`src/rtl/tbdc_pkg.sv`:
```
// Shared constants, state codes and the edge transition table for the
// two-beam direction counter. No dependencies.
package tbdc_pkg;

  localparam int unsigned CNT_W   = 16;
  localparam int unsigned STATE_W = 4;
  localparam int unsigned REQ_W   = 2;
  localparam int unsigned CFG_IDX_W = 2;

  localparam logic [CNT_W-1:0] CNT_MAX = {CNT_W{1'b1}};

  // detector states
  localparam logic [STATE_W-1:0] ST_IDLE  = 4'd0;
  localparam logic [STATE_W-1:0] ST_S1    = 4'd1;
  localparam logic [STATE_W-1:0] ST_S2    = 4'd2;
  localparam logic [STATE_W-1:0] ST_S3    = 4'd3;
  localparam logic [STATE_W-1:0] ST_S4    = 4'd4;
  localparam logic [STATE_W-1:0] ST_S5    = 4'd5;
  localparam logic [STATE_W-1:0] ST_S6    = 4'd6;
  localparam logic [STATE_W-1:0] ST_S7    = 4'd7;
  localparam logic [STATE_W-1:0] ST_S8    = 4'd8;
  localparam logic [STATE_W-1:0] ST_ERROR = 4'd9;

  // request kinds
  localparam logic [REQ_W-1:0] REQ_EDGE = 2'd0;
  localparam logic [REQ_W-1:0] REQ_TICK = 2'd1;
  localparam logic [REQ_W-1:0] REQ_LOAD = 2'd2;

  // register indexes
  localparam logic [CFG_IDX_W-1:0] CFG_BASE_TIMEOUT  = 2'd0;
  localparam logic [CFG_IDX_W-1:0] CFG_ERROR_TIMEOUT = 2'd1;

  localparam logic [CNT_W-1:0] BASE_TIMEOUT_RST  = 16'd5000;
  localparam logic [CNT_W-1:0] ERROR_TIMEOUT_RST = 16'd10000;

  localparam logic BEAM_FIRST  = 1'b0;
  localparam logic LEVEL_FALL  = 1'b0;

  // next state after a beam edge; unchanged when no move applies
  function automatic logic [STATE_W-1:0] edge_next(input logic [STATE_W-1:0] s,
                                                    input logic beam,
                                                    input logic level);
    logic [STATE_W-1:0] n;
    n = s;
    if (beam == BEAM_FIRST) begin
      if (level == LEVEL_FALL) begin
        case (s)
          ST_IDLE: n = ST_S1;
          ST_S2:   n = ST_S1;
          ST_S4:   n = ST_S3;
          ST_S5:   n = ST_S7;
          ST_S6:   n = ST_S8;
          default: n = s;
        endcase
      end else begin
        case (s)
          ST_S1:   n = ST_S2;
          ST_S3:   n = ST_S4;
          ST_S7:   n = ST_S5;
          ST_S8:   n = ST_IDLE;
          default: n = s;
        endcase
      end
    end else begin
      if (level != LEVEL_FALL) begin
        case (s)
          ST_S3:   n = ST_S1;
          ST_S4:   n = ST_IDLE;
          ST_S5:   n = ST_S6;
          ST_S7:   n = ST_S8;
          default: n = s;
        endcase
      end else begin
        case (s)
          ST_S1:   n = ST_S3;
          ST_S2:   n = ST_S4;
          ST_IDLE: n = ST_S5;
          ST_S6:   n = ST_S5;
          ST_S8:   n = ST_S7;
          default: n = s;
        endcase
      end
    end
    return n;
  endfunction

endpackage

```
`src/rtl/two_beam_direction_counter_top.sv`:
```
// Two-beam direction counter, top level.
// Depends on tbdc_pkg (state codes, request kinds, edge transition table).
//
// Usage:
//   in_*  : request items. in_tuser carries the request kind (edge, tick,
//           load); in_tdata carries beam select, beam level and load value.
//   out_* : one result item per request: detector state, entry/exit counts,
//           occupant total and the entry/exit flags of that request.
//   cfg_* : register writes (base and error timeout in ticks), always ready.
//           Index 2 and 3 are ignored.
// The result is registered: the item is captured in the input register, and
// the state update then loads the result register. Throughput is one item per
// cycle while out_tready does not stall, set by the state update loop.
// A stalled out_tready holds the result; one more item waits in the input
// register, after which in_tready drops.
// Reset (rst_n low, synchronous) sets the idle state, clears elapsed time
// and all counts, loads default timeouts 5000 and 10000, and empties both
// registers.
module two_beam_direction_counter_top (
  input  logic        clk,
  input  logic        rst_n,
  input  logic        in_tvalid,
  output logic        in_tready,
  input  logic [23:0] in_tdata,   // beam_select[0], beam_level[1], load_value[17:2], zero pad
  input  logic [1:0]  in_tuser,   // req_type[1:0]
  output logic        out_tvalid,
  input  logic        out_tready,
  output logic [55:0] out_tdata,  // detect_state[3:0], entry_count[19:4], exit_count[35:20],
                                  // occupant_total[51:36], entry_seen[52], exit_seen[53], pad
  input  logic        cfg_valid,
  output logic        cfg_ready,
  input  logic [1:0]  cfg_index,
  input  logic [15:0] cfg_data
);

  localparam int unsigned W  = tbdc_pkg::CNT_W;
  localparam int unsigned SW = tbdc_pkg::STATE_W;

  // input register
  logic                        s1_valid_r;
  logic [tbdc_pkg::REQ_W-1:0]  s1_req_r;
  logic                        s1_beam_r;
  logic                        s1_level_r;
  logic [W-1:0]                s1_load_r;

  // block state
  logic [SW-1:0] state_r, state_nxt;
  logic [W-1:0]  elapsed_r, elapsed_nxt;
  logic [W-1:0]  entries_r, entries_nxt;
  logic [W-1:0]  exits_r, exits_nxt;
  logic [W-1:0]  occ_r, occ_nxt;
  logic [W-1:0]  base_to_r, error_to_r;

  // result register
  logic          out_valid_r;
  logic          entry_seen_r, entry_nxt;
  logic          exit_seen_r, exit_nxt;

  logic out_free, s1_fire;
  logic [SW-1:0] edge_n;
  logic [W-1:0]  elapsed_inc, limit;
  logic          base_kind;

  assign out_free  = !out_valid_r || out_tready;
  assign s1_fire   = s1_valid_r && out_free;
  assign in_tready = !s1_valid_r || out_free;
  assign cfg_ready = 1'b1;

  always_ff @(posedge clk) begin
    if (!rst_n) begin
      s1_valid_r <= 1'b0;
    end else if (in_tready) begin
      s1_valid_r <= in_tvalid;
    end
    if (in_tready && in_tvalid) begin
      s1_req_r   <= in_tuser;
      s1_beam_r  <= in_tdata[0];
      s1_level_r <= in_tdata[1];
      s1_load_r  <= in_tdata[17:2];
    end
  end

  always_comb begin
    edge_n      = tbdc_pkg::edge_next(state_r, s1_beam_r, s1_level_r);
    base_kind   = state_r inside {tbdc_pkg::ST_S2, tbdc_pkg::ST_S6};
    limit       = base_kind ? base_to_r : error_to_r;
    elapsed_inc = (elapsed_r == tbdc_pkg::CNT_MAX) ? elapsed_r : elapsed_r + 1'b1;

    state_nxt   = state_r;
    elapsed_nxt = elapsed_r;
    entries_nxt = entries_r;
    exits_nxt   = exits_r;
    occ_nxt     = occ_r;
    entry_nxt   = 1'b0;
    exit_nxt    = 1'b0;

    case (s1_req_r)
      tbdc_pkg::REQ_EDGE: begin
        if (state_r != tbdc_pkg::ST_ERROR && edge_n != state_r) begin
          state_nxt   = edge_n;
          elapsed_nxt = '0;
          entry_nxt   = (state_r == tbdc_pkg::ST_S4) && (edge_n == tbdc_pkg::ST_IDLE);
          exit_nxt    = (state_r == tbdc_pkg::ST_S8) && (edge_n == tbdc_pkg::ST_IDLE);
        end
      end
      tbdc_pkg::REQ_TICK: begin
        if (state_r inside {[tbdc_pkg::ST_S1 : tbdc_pkg::ST_S8]}) begin
          elapsed_nxt = elapsed_inc;
          if (elapsed_inc > limit) begin
            state_nxt   = base_kind ? tbdc_pkg::ST_IDLE : tbdc_pkg::ST_ERROR;
            elapsed_nxt = '0;
          end
        end
      end
      tbdc_pkg::REQ_LOAD: begin
        occ_nxt     = s1_load_r;
        entries_nxt = '0;
        exits_nxt   = '0;
      end
      default: ;
    endcase

    if (entry_nxt) begin
      entries_nxt = (entries_r == tbdc_pkg::CNT_MAX) ? entries_r : entries_r + 1'b1;
      occ_nxt     = (occ_r == tbdc_pkg::CNT_MAX) ? occ_r : occ_r + 1'b1;
    end
    if (exit_nxt) begin
      exits_nxt = (exits_r == tbdc_pkg::CNT_MAX) ? exits_r : exits_r + 1'b1;
      occ_nxt   = (occ_r == '0) ? occ_r : occ_r - 1'b1;
    end
  end

  always_ff @(posedge clk) begin
    if (!rst_n) begin
      state_r     <= tbdc_pkg::ST_IDLE;
      elapsed_r   <= '0;
      entries_r   <= '0;
      exits_r     <= '0;
      occ_r       <= '0;
      base_to_r   <= tbdc_pkg::BASE_TIMEOUT_RST;
      error_to_r  <= tbdc_pkg::ERROR_TIMEOUT_RST;
      out_valid_r <= 1'b0;
    end else begin
      if (cfg_valid && cfg_ready) begin
        if (cfg_index == tbdc_pkg::CFG_BASE_TIMEOUT) base_to_r <= cfg_data;
        if (cfg_index == tbdc_pkg::CFG_ERROR_TIMEOUT) error_to_r <= cfg_data;
      end
      if (out_free) out_valid_r <= s1_valid_r;
      if (s1_fire) begin
        state_r   <= state_nxt;
        elapsed_r <= elapsed_nxt;
        entries_r <= entries_nxt;
        exits_r   <= exits_nxt;
        occ_r     <= occ_nxt;
      end
    end
    if (s1_fire) begin
      entry_seen_r <= entry_nxt;
      exit_seen_r  <= exit_nxt;
    end
  end

  // state/count registers double as the result payload
  assign out_tvalid = out_valid_r;
  assign out_tdata  = {2'b00, exit_seen_r, entry_seen_r, occ_r, exits_r, entries_r, state_r};

  // assertions
  a_flags_exclusive: assert property (@(posedge clk) disable iff (!rst_n)
    out_valid_r |-> !(entry_seen_r && exit_seen_r))
    else $error("entry and exit flagged by one item");

  a_error_sticky: assert property (@(posedge clk) disable iff (!rst_n)
    (state_r == tbdc_pkg::ST_ERROR) |=> (state_r == tbdc_pkg::ST_ERROR))
    else $error("error state left without reset");

  a_flag_idle: assert property (@(posedge clk) disable iff (!rst_n)
    (out_valid_r && (entry_seen_r || exit_seen_r)) |-> (state_r == tbdc_pkg::ST_IDLE))
    else $error("completed walk not back in idle");

  a_state_held: assert property (@(posedge clk) disable iff (!rst_n)
    !s1_fire |=> $stable(state_r) && $stable(occ_r))
    else $error("state changed without an item");

endmodule
```
`config.mk`:
```
export PLATFORM = sky130hd
export DESIGN_NAME = two_beam_direction_counter_top
export DESIGN_NICKNAME = d
export VERILOG_FILES = /design/src/rtl/tbdc_pkg.sv /design/src/rtl/two_beam_direction_counter_top.sv
export SDC_FILE = /design/constraint.sdc
export NUM_CORES = 1
export LEC_CHECK = 0
export BUFFER_PORTS_ARGS = -buffer_cell sky130_fd_sc_hd__buf_2
export CAP_MARGIN = 20
export CORE_MARGIN = 3
export CORE_UTILIZATION = 55
export DETAILED_ROUTE_END_ITERATION = 8
export GPL_TIMING_DRIVEN = 1
export PLACE_DENSITY = 0.76
export SYNTH_ARGS = -nofsm -noshare
export SYNTH_HDL_FRONTEND = slang
export SYNTH_SLANG_ARGS = --single-unit
```
`constraint.sdc`:
```
create_clock -name clk -period 4.5 [get_ports clk]
set_clock_uncertainty 0.1 [all_clocks]
set_input_delay 0.225 -clock clk [delete_from_list [all_inputs] [get_ports clk]]
set_output_delay 0.225 -clock clk [all_outputs]
set_load 0.05 [all_outputs]
```
==> results of run 1 <==
area by class of cell:
class / count / area share
Clock inverter: 10 / 0.0137
Timing Repair Buffer: 151 / 0.110
Sequential cell: 124 / 0.303
Inverter: 18 / 0.00757
Tap cell: 172 / 0.0241
Clock buffer: 22 / 0.0567
Multi-Input combinational cell: 696 / 0.485
how the worst max path moves through the flow:
stage / end / slack, ns
after global routing: elapsed_r[0] / 0.21
final: elapsed_r[12] / 0.51
after detailed placement: elapsed_r[12] / 0.56
after global placement: elapsed_r[13] / 0.62
after floorplan: elapsed_r[1] / 0.28
after CTS: elapsed_r[12] / 0.56
cells in the final DEF, fill, tap and decap left out, types with 21 or more instances in the layout:
| cell | n |
|---|---|
| nand4_1 | 23 |
| dlygate4sd3_1 | 37 |
| mux2i_1 | 21 |
| nand2_1 | 136 |
| edfxtp_1 | 22 |
| buf_2 | 99 |
| nor2_1 | 56 |
| nand3_1 | 46 |
| o21ai_0 | 37 |
| dfxtp_1 | 102 |
| ha_1 | 22 |
| a21oi_1 | 83 |
registers in the layout, summed over array words and instances, names as in the netlist, 2 cells and up:
name and cells:
occ_r 16, error_to_r 16, entries_r 16, s1_load_r 16, base_to_r 16, exits_r 16, elapsed_r 16, s1_req_r 2
state_r 4
synthesized netlist by cell type (4+ instances only):
| master | instances | area, um^2 |
|---|---|---|
| nand2_1 | 136 | 510 |
| dfxtp_1 | 102 | 2040 |
| a21oi_1 | 83 | 415 |
| nor2_1 | 57 | 214 |
| nand3_1 | 46 | 230 |
| clkbuf_1 | 37 | 139 |
| o21ai_0 | 37 | 185 |
| nand4_1 | 23 | 144 |
| edfxtp_1 | 22 | 661 |
| ha_1 | 22 | 275 |
| mux2i_1 | 21 | 210 |
| or3_1 | 18 | 113 |
| inv_1 | 17 | 63.8 |
| buf_2 | 15 | 75.1 |
| xnor2_1 | 15 | 131 |
| nor3_1 | 14 | 70.1 |
| o22ai_1 | 14 | 87.6 |
| a211oi_1 | 13 | 97.6 |
| a221o_1 | 11 | 110 |
| and2_1 | 11 | 68.8 |
| and3_1 | 11 | 68.8 |
| a31oi_1 | 10 | 62.6 |
| nand2b_1 | 10 | 62.6 |
| a22oi_1 | 9 | 67.6 |
| nor2b_1 | 9 | 56.3 |
| nor4_1 | 8 | 50.1 |
| o221ai_1 | 8 | 70.1 |
| buf_4 | 7 | 52.6 |
| nand3b_1 | 6 | 45.0 |
| nand4b_1 | 6 | 52.6 |
| or4_1 | 6 | 45.0 |
| a21boi_0 | 5 | 37.5 |
| and4_1 | 5 | 43.8 |
| mux2_2 | 5 | 56.3 |
| nor3b_1 | 5 | 37.5 |
| a21o_1 | 4 | 30.0 |
| nor3_2 | 4 | 40.0 |
power by group through the flow:
stage                     clock network (W)  logic [W]  registers (W)
after floorplan                           0   0.000152        0.00122
after global placement                    0   0.000220        0.00121
after detailed placement                  0   0.000226        0.00121
after CTS                           0.00146   0.000252        0.00119
after global routing                0.00151   0.000277        0.00119
final                               0.00145   0.000256        0.00119
routing by layer:
metal	global-route usage	vias to the layer above
met5	0	-
met4	0.0693	0
met3	0.0562	35
met2	0.454	262
met1	0.353	3478
li1	-	3546
tightest hold or removal path: cells and delay by family:
kind	cells	cell delay, ns
buffers and inverters	1	0.08
AND/OR/NAND/NOR	3	0.26
cells by family after synthesis:
group / after synthesis / share of synthesized area
XOR/XNOR: 17 / 0.0201
other: 2 / 0.00101
multiplexers: 27 / 0.0390
buffers and inverters: 83 / 0.0512
AND/OR/NAND/NOR: 393 / 0.278
flip-flops: 124 / 0.365
adder cells (fa/ha/maj): 22 / 0.0372
AO/OA/AOI/OAI: 234 / 0.208
per-stage QoR:
stage	power, W	worst slack [ns]	util	std cells
finish	0.00290	0.508	0.693	1193
global route	0.00298	0.211	0.693	1193
CTS	0.00290	0.558	0.692	1192
detailed placement	0.00144	0.561	0.615	1123
global placement	0.00143	0.616	0.615	1123
floorplan	0.00137	0.279	-	903
timing repair:
| action | in CTS | in global routing |
|---|---|---|
| hold buffers | 37 | 0 |
| setup endpoints to repair | 0 | 0 |
| endpoints found under the hold margin | 53 | 0 |
==> results.yml, run 1 <==
status:
  status: "finished clean"
power:
  seq_power_share: 0.410
  clockPowerShare: 0.502
  p_leak_nw: 3.43
  vdd.ir_drop.worst_v: 0.000285
  comb_power_share: 0.088
  p_sw_frac: 0.250
  powerDensity_nw_per_um2: 325
  intPower_w: 0.00217
  p_switching_w: 0.000723
cts:
  cts.clk_slew.worst_paths_ns: 0.06
  cts_root_buf: "clkbuf_16"
  cts_buffer_depth: 2
  cts_tree: "done"
  insertion_delay_ns: 0.43
  cts_resized: 0
  numCtsBuffers: 17
  cts.sinks: 124
  htree_levels: 4
  post-cts-setup-buffers: 0
cells_and_area:
  drive_gt1_frac: 0.175
  antennaDiodeCount: 0
  regArea_um2: 2700
  nNetsFinal: 1079
  area_delta_synth_final_pct: 20.5
  fin_area_um2: 8920
  multiInputGateArea_um2: 4330
  n_fill_cell: 1045
detailed_routing:
  dr_wl_met2_mm: 9.78
  drtIter0Drc: 798
  wire_per_inst_um: 16.7
  drtAntennaViolNets: 0
  post-route-drc-count: 0
  wl_met3_mm: 1.19
  drtPass1Iterations: 5
  via_per_inst: 6.14
  wl_met1_mm: 8.78
  vias: 7321
  drt-total-wl_mm: 20.0
  top_layer_used: "met4"
setup_path:
  path_max_fanout: 11
  r2r_start: "elapsed_r[3]"
  critPathRequiredTime_ns: 4.74
  cp_top_family: "simple AND/OR/NAND/NOR gates"
  r2r_slack_ns: 0.51
  arrival_ns: 4.24
  cpPeakStageDelay_ns: 0.54
  worstSetupStartpointType: "flop"
  path_class: "reg -> reg"
  critPathLaunch: "elapsed_r[3]"
  end_kind: "flop"
  path_depth: 13
  r2r-end: "elapsed_r[12]"
  reg2reg_depth: 13
  crit_buf_inv: 1
  critical_path.cell_chain: "and4_1 -> and2_1 -> a31oi_1 -> nand3_1 -> xnor2_1 -> ha_1 -> nand4_1 -> or3_1 -> or4_1 -> o31ai_4 -> buf_4 -> nand3_1 -> a21oi_1"
  cpMostUsedCell: "nand3_1"
  crit_slowest_cell: "or4_1"
timing:
  fin_crit_sh: 0.887
  drv_slew: 0
  setup_viol: 0
  hold_ws_ns: 0.0804
  final.min_clock_period_ns: 3.99
  tightest_slew_ns: 0.957
  setup_tns_ns: 0
  final-hold-violation-count: 0
  rsz0062_at_grt: "no"
  relSlewSlack: 0.362
  fmax_mhz: 251
logic_synthesis:
  synthesis.area_um2: 7400
  ys_types: 80
  yosys_most_used_dff: "dfxtp_1"
  avgSynthCellArea_um2: 8.21
  syn_inst: 902
  yosysWarningCount: 0
  ys_seq_area_frac: 0.365
  ys_seq_elements: 124
  async_flop_share: 0
  synth-edff-count: 22
placement:
  placed_area_um2: 7920
  portBuffers: 98
  gp_congestion: 0.858
  dp.final_hpwl_mm: 13.0
grt:
  grt_usage: 0.269
  antenna_found_initial: 0
  gr-total-overflow: 0
  grt_max_degree: 52
  grt_pass1_wl_mm: 32.5
  grt_pass1_vias: 6694
floorplanning:
  ios: 108
  core_area_um2: 12900
  die_h_um: 122
  die_width_um: 122
  rows: 41
  start_util: 0.575
  dieArea_um2: 14900
worst_hold_path:
  min_path_type: "in -> reg"
  min_path_cells: 4
  min_to: "out_tvalid"
  holdCritStartpoint: "out_tready"
flow_run:
  cap_violations: 0
Note: power is estimated with default switching activity, not from simulation.
==> inputs of run 2 (changes only) <==
- CTS_BUF_LIST: not set -> sky130_fd_sc_hd__clkbuf_8
==> run 2 against run 1 <==
Compared with the run above:
- clock power is 24% lower
- critical endpoint unchanged
- global-route usage is 0.098 points higher
- setup slack worse by 0.045 ns
- non-clock buffer count stayed put
- utilization is 1.4 points lower
==> results.yml, run 2 (same netlist as run 1, synthesis figures left out) <==
power:
  p_leak_nw: 3.35
  p_total_w: 0.00255
  powerDensity_nw_per_um2: 291
  vdd.ir_drop.worst_v: 0.000208
cts:
  insertion_delay_ns: 0.46
  cts_root_buf: "clkbuf_8"
  cts_tree: "done"
  htree_levels: 4
  cts.clk_slew.worst_paths_ns: 0.08
  cts_buffer_depth: 2
  cts.sinks: 124
  numCtsBuffers: 17
placement:
  post-place-ws_ns: 0.561
  placed_area_um2: 7920
  gp_congestion: 0.858
  portBuffers: 98
  placedCellCount: 1123
  dp.final_hpwl_mm: 13.0
floorplanning:
  dieArea_um2: 14900
  start_util: 0.575
  core_area_um2: 12900
  ios: 108
  die_h_um: 122
  rows: 41
  die_width_um: 122
timing:
  setup_tns_ns: 0
  final-hold-violation-count: 0
  setup_viol: 0
  rsz0062_at_grt: "no"
  fin_ws_ns: 0.463
  fmax_mhz: 248
  relSlewSlack: 0.344
  tightest_slew_ns: 0.984
  drv_slew: 0
  final.min_clock_period_ns: 4.04
  fin_crit_sh: 0.897
cells_and_area:
  final_cell_mix: "136 x nand2_1, 102 x dfxtp_1, 99 x buf_2, 83 x a21oi_1, 56 x nor2_1"
  antennaDiodeCount: 0
  n_fill_cell: 1078
  fin_area_um2: 8730
  drive_gt1_frac: 0.175
  final_cells: 1193
  layout_commonest_cell: "nand2_1"
  area_delta_synth_final_pct: 18.0
  nNetsFinal: 1079
worst_hold_path:
  min_path_type: "in -> reg"
setup_path:
  end_kind: "flop"
  path_class: "reg -> reg"
  arrival_ns: 4.31
  critPathRequiredTime_ns: 4.78
  worstSetupStartpointType: "flop"
  path_max_fanout: 11
grt:
  gr-total-overflow: 0
  grt_pass1_vias: 6648
  grt_max_degree: 52
  grt_pass1_wl_mm: 32.5
  antenna_found_initial: 0
  grt_usage: 0.270
flow_run:
  cap_violations: 0
detailed_routing:
  drtIter0Drc: 743
  via_per_inst: 6.15
  drtAntennaViolNets: 0
  drt-total-wl_mm: 19.9
  post-route-drc-count: 0
  drtPass1Iterations: 6
  wire_per_inst_um: 16.7
  vias: 7331
status:
  status: "finished clean"
## run 2: cell types whose count changed in the layout (fill, tap and decap cells not counted)
cell / before / now
bufinv_16: 2 / 3
clkbuf_8: 4 / 21
clkbuf_16: 18 / 0
## run 2: area by class of cell
class                   instances  area (um^2)  area share
well taps                     172          215      0.0246
clock inverters                11          153      0.0175
flip-flops and latches        124         2700       0.309
clock buffers                  21          289      0.0331
repair buffers                151          978       0.112
inverters                      18         67.6     0.00774
multi-input cells             696         4330       0.496
## run 2: through the flow
stage,utilization,hold slack [ns]
floorplan,-,0.224
global placement,0.615,0.301
detailed placement,0.615,0.303
CTS,0.678,0.0272
global route,0.678,0.0651
finish,0.678,0.0457
## run 2: routing by layer
metal,GRT usage,up-vias,wire length (um)
met5,0,-,0
met4,0.0889,0,291
met3,0.0483,31,1120
met2,0.445,267,9570
met1,0.361,3493,8900
li1,-,3540,-
## run 2: critical path, cell delays in order (launching register included)
cell	delay (ns)
dfxtp_1	0.34
and4_1	0.26
and2_1	0.26
a31oi_1	0.49
nand3_1	0.25
xnor2_1	0.19
ha_1	0.32
nand4_1	0.11
or3_1	0.39
or4_1	0.54
o31ai_4	0.18
buf_4	0.26
nand3_1	0.08
a21oi_1	0.17
## run 2: what timing repair did
action,in CTS,in global routing
hold endpoints to repair,53,0
gates resized for setup,0,0
hold buffers,37,0
setup buffers,0,0
## run 2: final timing paths
kind	startpoint	endpoint	slack (ns)	cells past startpoint
min	out_tready	out_tvalid	0.05	4
min reg2reg	base_to_r[2]	base_to_r[2]	0.36	2
max	elapsed_r[5]	elapsed_r[12]	0.46	13
max reg2reg	elapsed_r[5]	elapsed_r[12]	0.46	13
## run 2: power by group
part	internal (W)	switching, W	leakage [nW]
clock	0.000615	0.000489	0.221
sequential	0.00116	0.0000278	1.04
combinational	0.0000988	0.000157	2.08
==> inputs of run 3 (changes only) <==
--- a/config.mk
+++ b/config.mk
@@ -7,3 +7,3 @@
 export LEC_CHECK = 0
-export BUFFER_PORTS_ARGS = -buffer_cell sky130_fd_sc_hd__buf_2
+export BUFFER_PORTS_ARGS = -buffer_cell sky130_fd_sc_hd__buf_4
 export CAP_MARGIN = 20
--- a/constraint.sdc
+++ b/constraint.sdc
@@ -4,2 +4,2 @@
 set_output_delay 0.225 -clock clk [all_outputs]
-set_load 0.05 [all_outputs]
+set_load 0.02 [all_outputs]
==> run 3 against run 2 <==
Compared with the run above:
- sequential share of layout area is 0.63 points lower
- count of clock-buffer cells in the layout is 2 lower
- critical endpoint is now elapsed_r[0]
- utilization increased by 1.4 points
- sequential power about the same
- global-route usage decreased by 0.42 points
- critical path type unchanged
- fmax fell by 3.9%
- critical path depth fell by 1
- worst hold slack gained 0.0094 ns
- setup slack lost 0.16 ns
- first-iteration DRC count down 5.4%
- via count decreased by 0.97%
- register-to-register slack lost 0.16 ns
==> results.yml, run 3 (same netlist as run 1, synthesis figures left out) <==
status:
  status: "finished clean"
floorplanning:
  die_width_um: 122
  dieArea_um2: 14900
  rows: 41
  core_area_um2: 12900
  start_util: 0.575
  ios: 108
  die_h_um: 122
grt:
  grt_max_degree: 48
  grt_pass1_vias: 6510
  grt_usage: 0.266
  gr-total-overflow: 0
  antenna_found_initial: 0
  grt_pass1_wl_mm: 32.1
power:
  p_total_w: 0.00243
  p_leak_nw: 3.36
  vdd.ir_drop.worst_v: 0.000210
  powerDensity_nw_per_um2: 273
timing:
  rsz0062_at_grt: "no"
  tightest_slew_ns: 0.974
  setup_viol: 0
  fin_crit_sh: 0.933
  setup_tns_ns: 0
  final.min_clock_period_ns: 4.20
  fin_ws_ns: 0.301
  relSlewSlack: 0.351
  fmax_mhz: 238
  final-hold-violation-count: 0
  hold_ws_ns: 0.0551
  drv_slew: 0
setup_path:
  cpMostUsedCell: "and2_1"
  cpPeakStageDelay_ns: 0.74
  path_max_fanout: 17
  crit_buf_inv: 0
  critPathRequiredTime_ns: 4.76
  end_kind: "flop"
  worstSetupStartpointType: "flop"
  critical_path.cell_chain: "and4_1 -> and2_1 -> and2_1 -> xnor2_1 -> nand2_1 -> ha_1 -> a211oi_1 -> nor2_1 -> or4_1 -> o31ai_4 -> nand2b_4 -> o32ai_1"
  path_class: "reg -> reg"
  cp_top_family: "simple AND/OR/NAND/NOR gates"
  arrival_ns: 4.46
  crit_slowest_cell: "o31ai_4"
detailed_routing:
  drt-total-wl_mm: 19.7
  drtAntennaViolNets: 0
  vias: 7260
  drtIter0Drc: 703
  wire_per_inst_um: 16.6
  via_per_inst: 6.10
  drtPass1Iterations: 5
  post-route-drc-count: 0
cts:
  post-cts-setup-buffers: 0
  cts_buffer_depth: 2
  cts_root_buf: "clkbuf_8"
  insertion_delay_ns: 0.45
  numCtsBuffers: 17
  cts_tree: "done"
  cts.clk_slew.worst_paths_ns: 0.07
  cts_resized: 0
  htree_levels: 4
  cts.sinks: 124
cells_and_area:
  area_delta_synth_final_pct: 20.4
  antennaDiodeCount: 0
  nNetsFinal: 1076
  fin_area_um2: 8910
  drive_gt1_frac: 0.172
  layout_commonest_cell: "nand2_1"
  final_cell_mix: "136 x nand2_1, 110 x buf_4, 102 x dfxtp_1, 83 x a21oi_1, 57 x nor2_1"
worst_hold_path:
  min_path_type: "in -> reg"
placement:
  gp_congestion: 0.915
  portBuffers: 98
  post-place-ws_ns: 0.368
  dp.final_hpwl_mm: 13.0
  placed_area_um2: 8140
flow_run:
  cap_violations: 0
==> run 3: final timing paths <==
path / startpoint / end / slack [ns] / cells after the start
worst max register to register: elapsed_r[2] / elapsed_r[0] / 0.30 / 12
worst min register to register: base_to_r[1] / base_to_r[1] / 0.36 / 2
worst max-delay path: elapsed_r[2] / elapsed_r[0] / 0.30 / 12
worst min-delay path: out_tready / out_tvalid / 0.06 / 4
==> run 3: tightest hold or removal path, stage by stage <==
cell and delay [ns]:
buf_4 0.08, nor2b_1 0.11, nor2_1 0.11, nor2_1 0.04
==> run 3: power by group <==
group	leakage (nW)	switching [W]	total [W]	internal [W]
Combinational	2.10	0.000139	0.000250	0.000111
Clock	0.211	0.000472	0.000996	0.000524
Sequential	1.04	0.0000285	0.00119	0.00116
==> run 3: layout make-up <==
class	count	area, um^2
Clock inverter	13	140
Sequential cell	124	2700
Tap cell	172	215
Inverter	18	67.6
Fill cell	1081	3960
Clock buffer	19	262
Timing Repair Buffer	148	1200
Multi-Input combinational cell	696	4330
==> run 3: timing repair <==
| action | 4_1_cts | 5_1_grt |
|---|---|---|
| hold buffers | 37 | 0 |
| endpoints found under the hold margin | 53 | 0 |
| endpoints found under the setup margin | 0 | 0 |
==> run 3: through the flow <==
step / utilization / cells
after global placement: 0.632 / 1120
final: 0.692 / 1190
after CTS: 0.692 / 1189
after detailed placement: 0.632 / 1120
after global routing: 0.692 / 1190
after floorplan: - / 903
==> run 3: metal layers <==
layer,share of wire,global-route usage,vias to the layer above
met5,0,0,-
met4,0.013,0.0756,0
met3,0.065,0.0520,27
met2,0.47,0.437,266
met1,0.45,0.358,3428
li1,-,-,3539
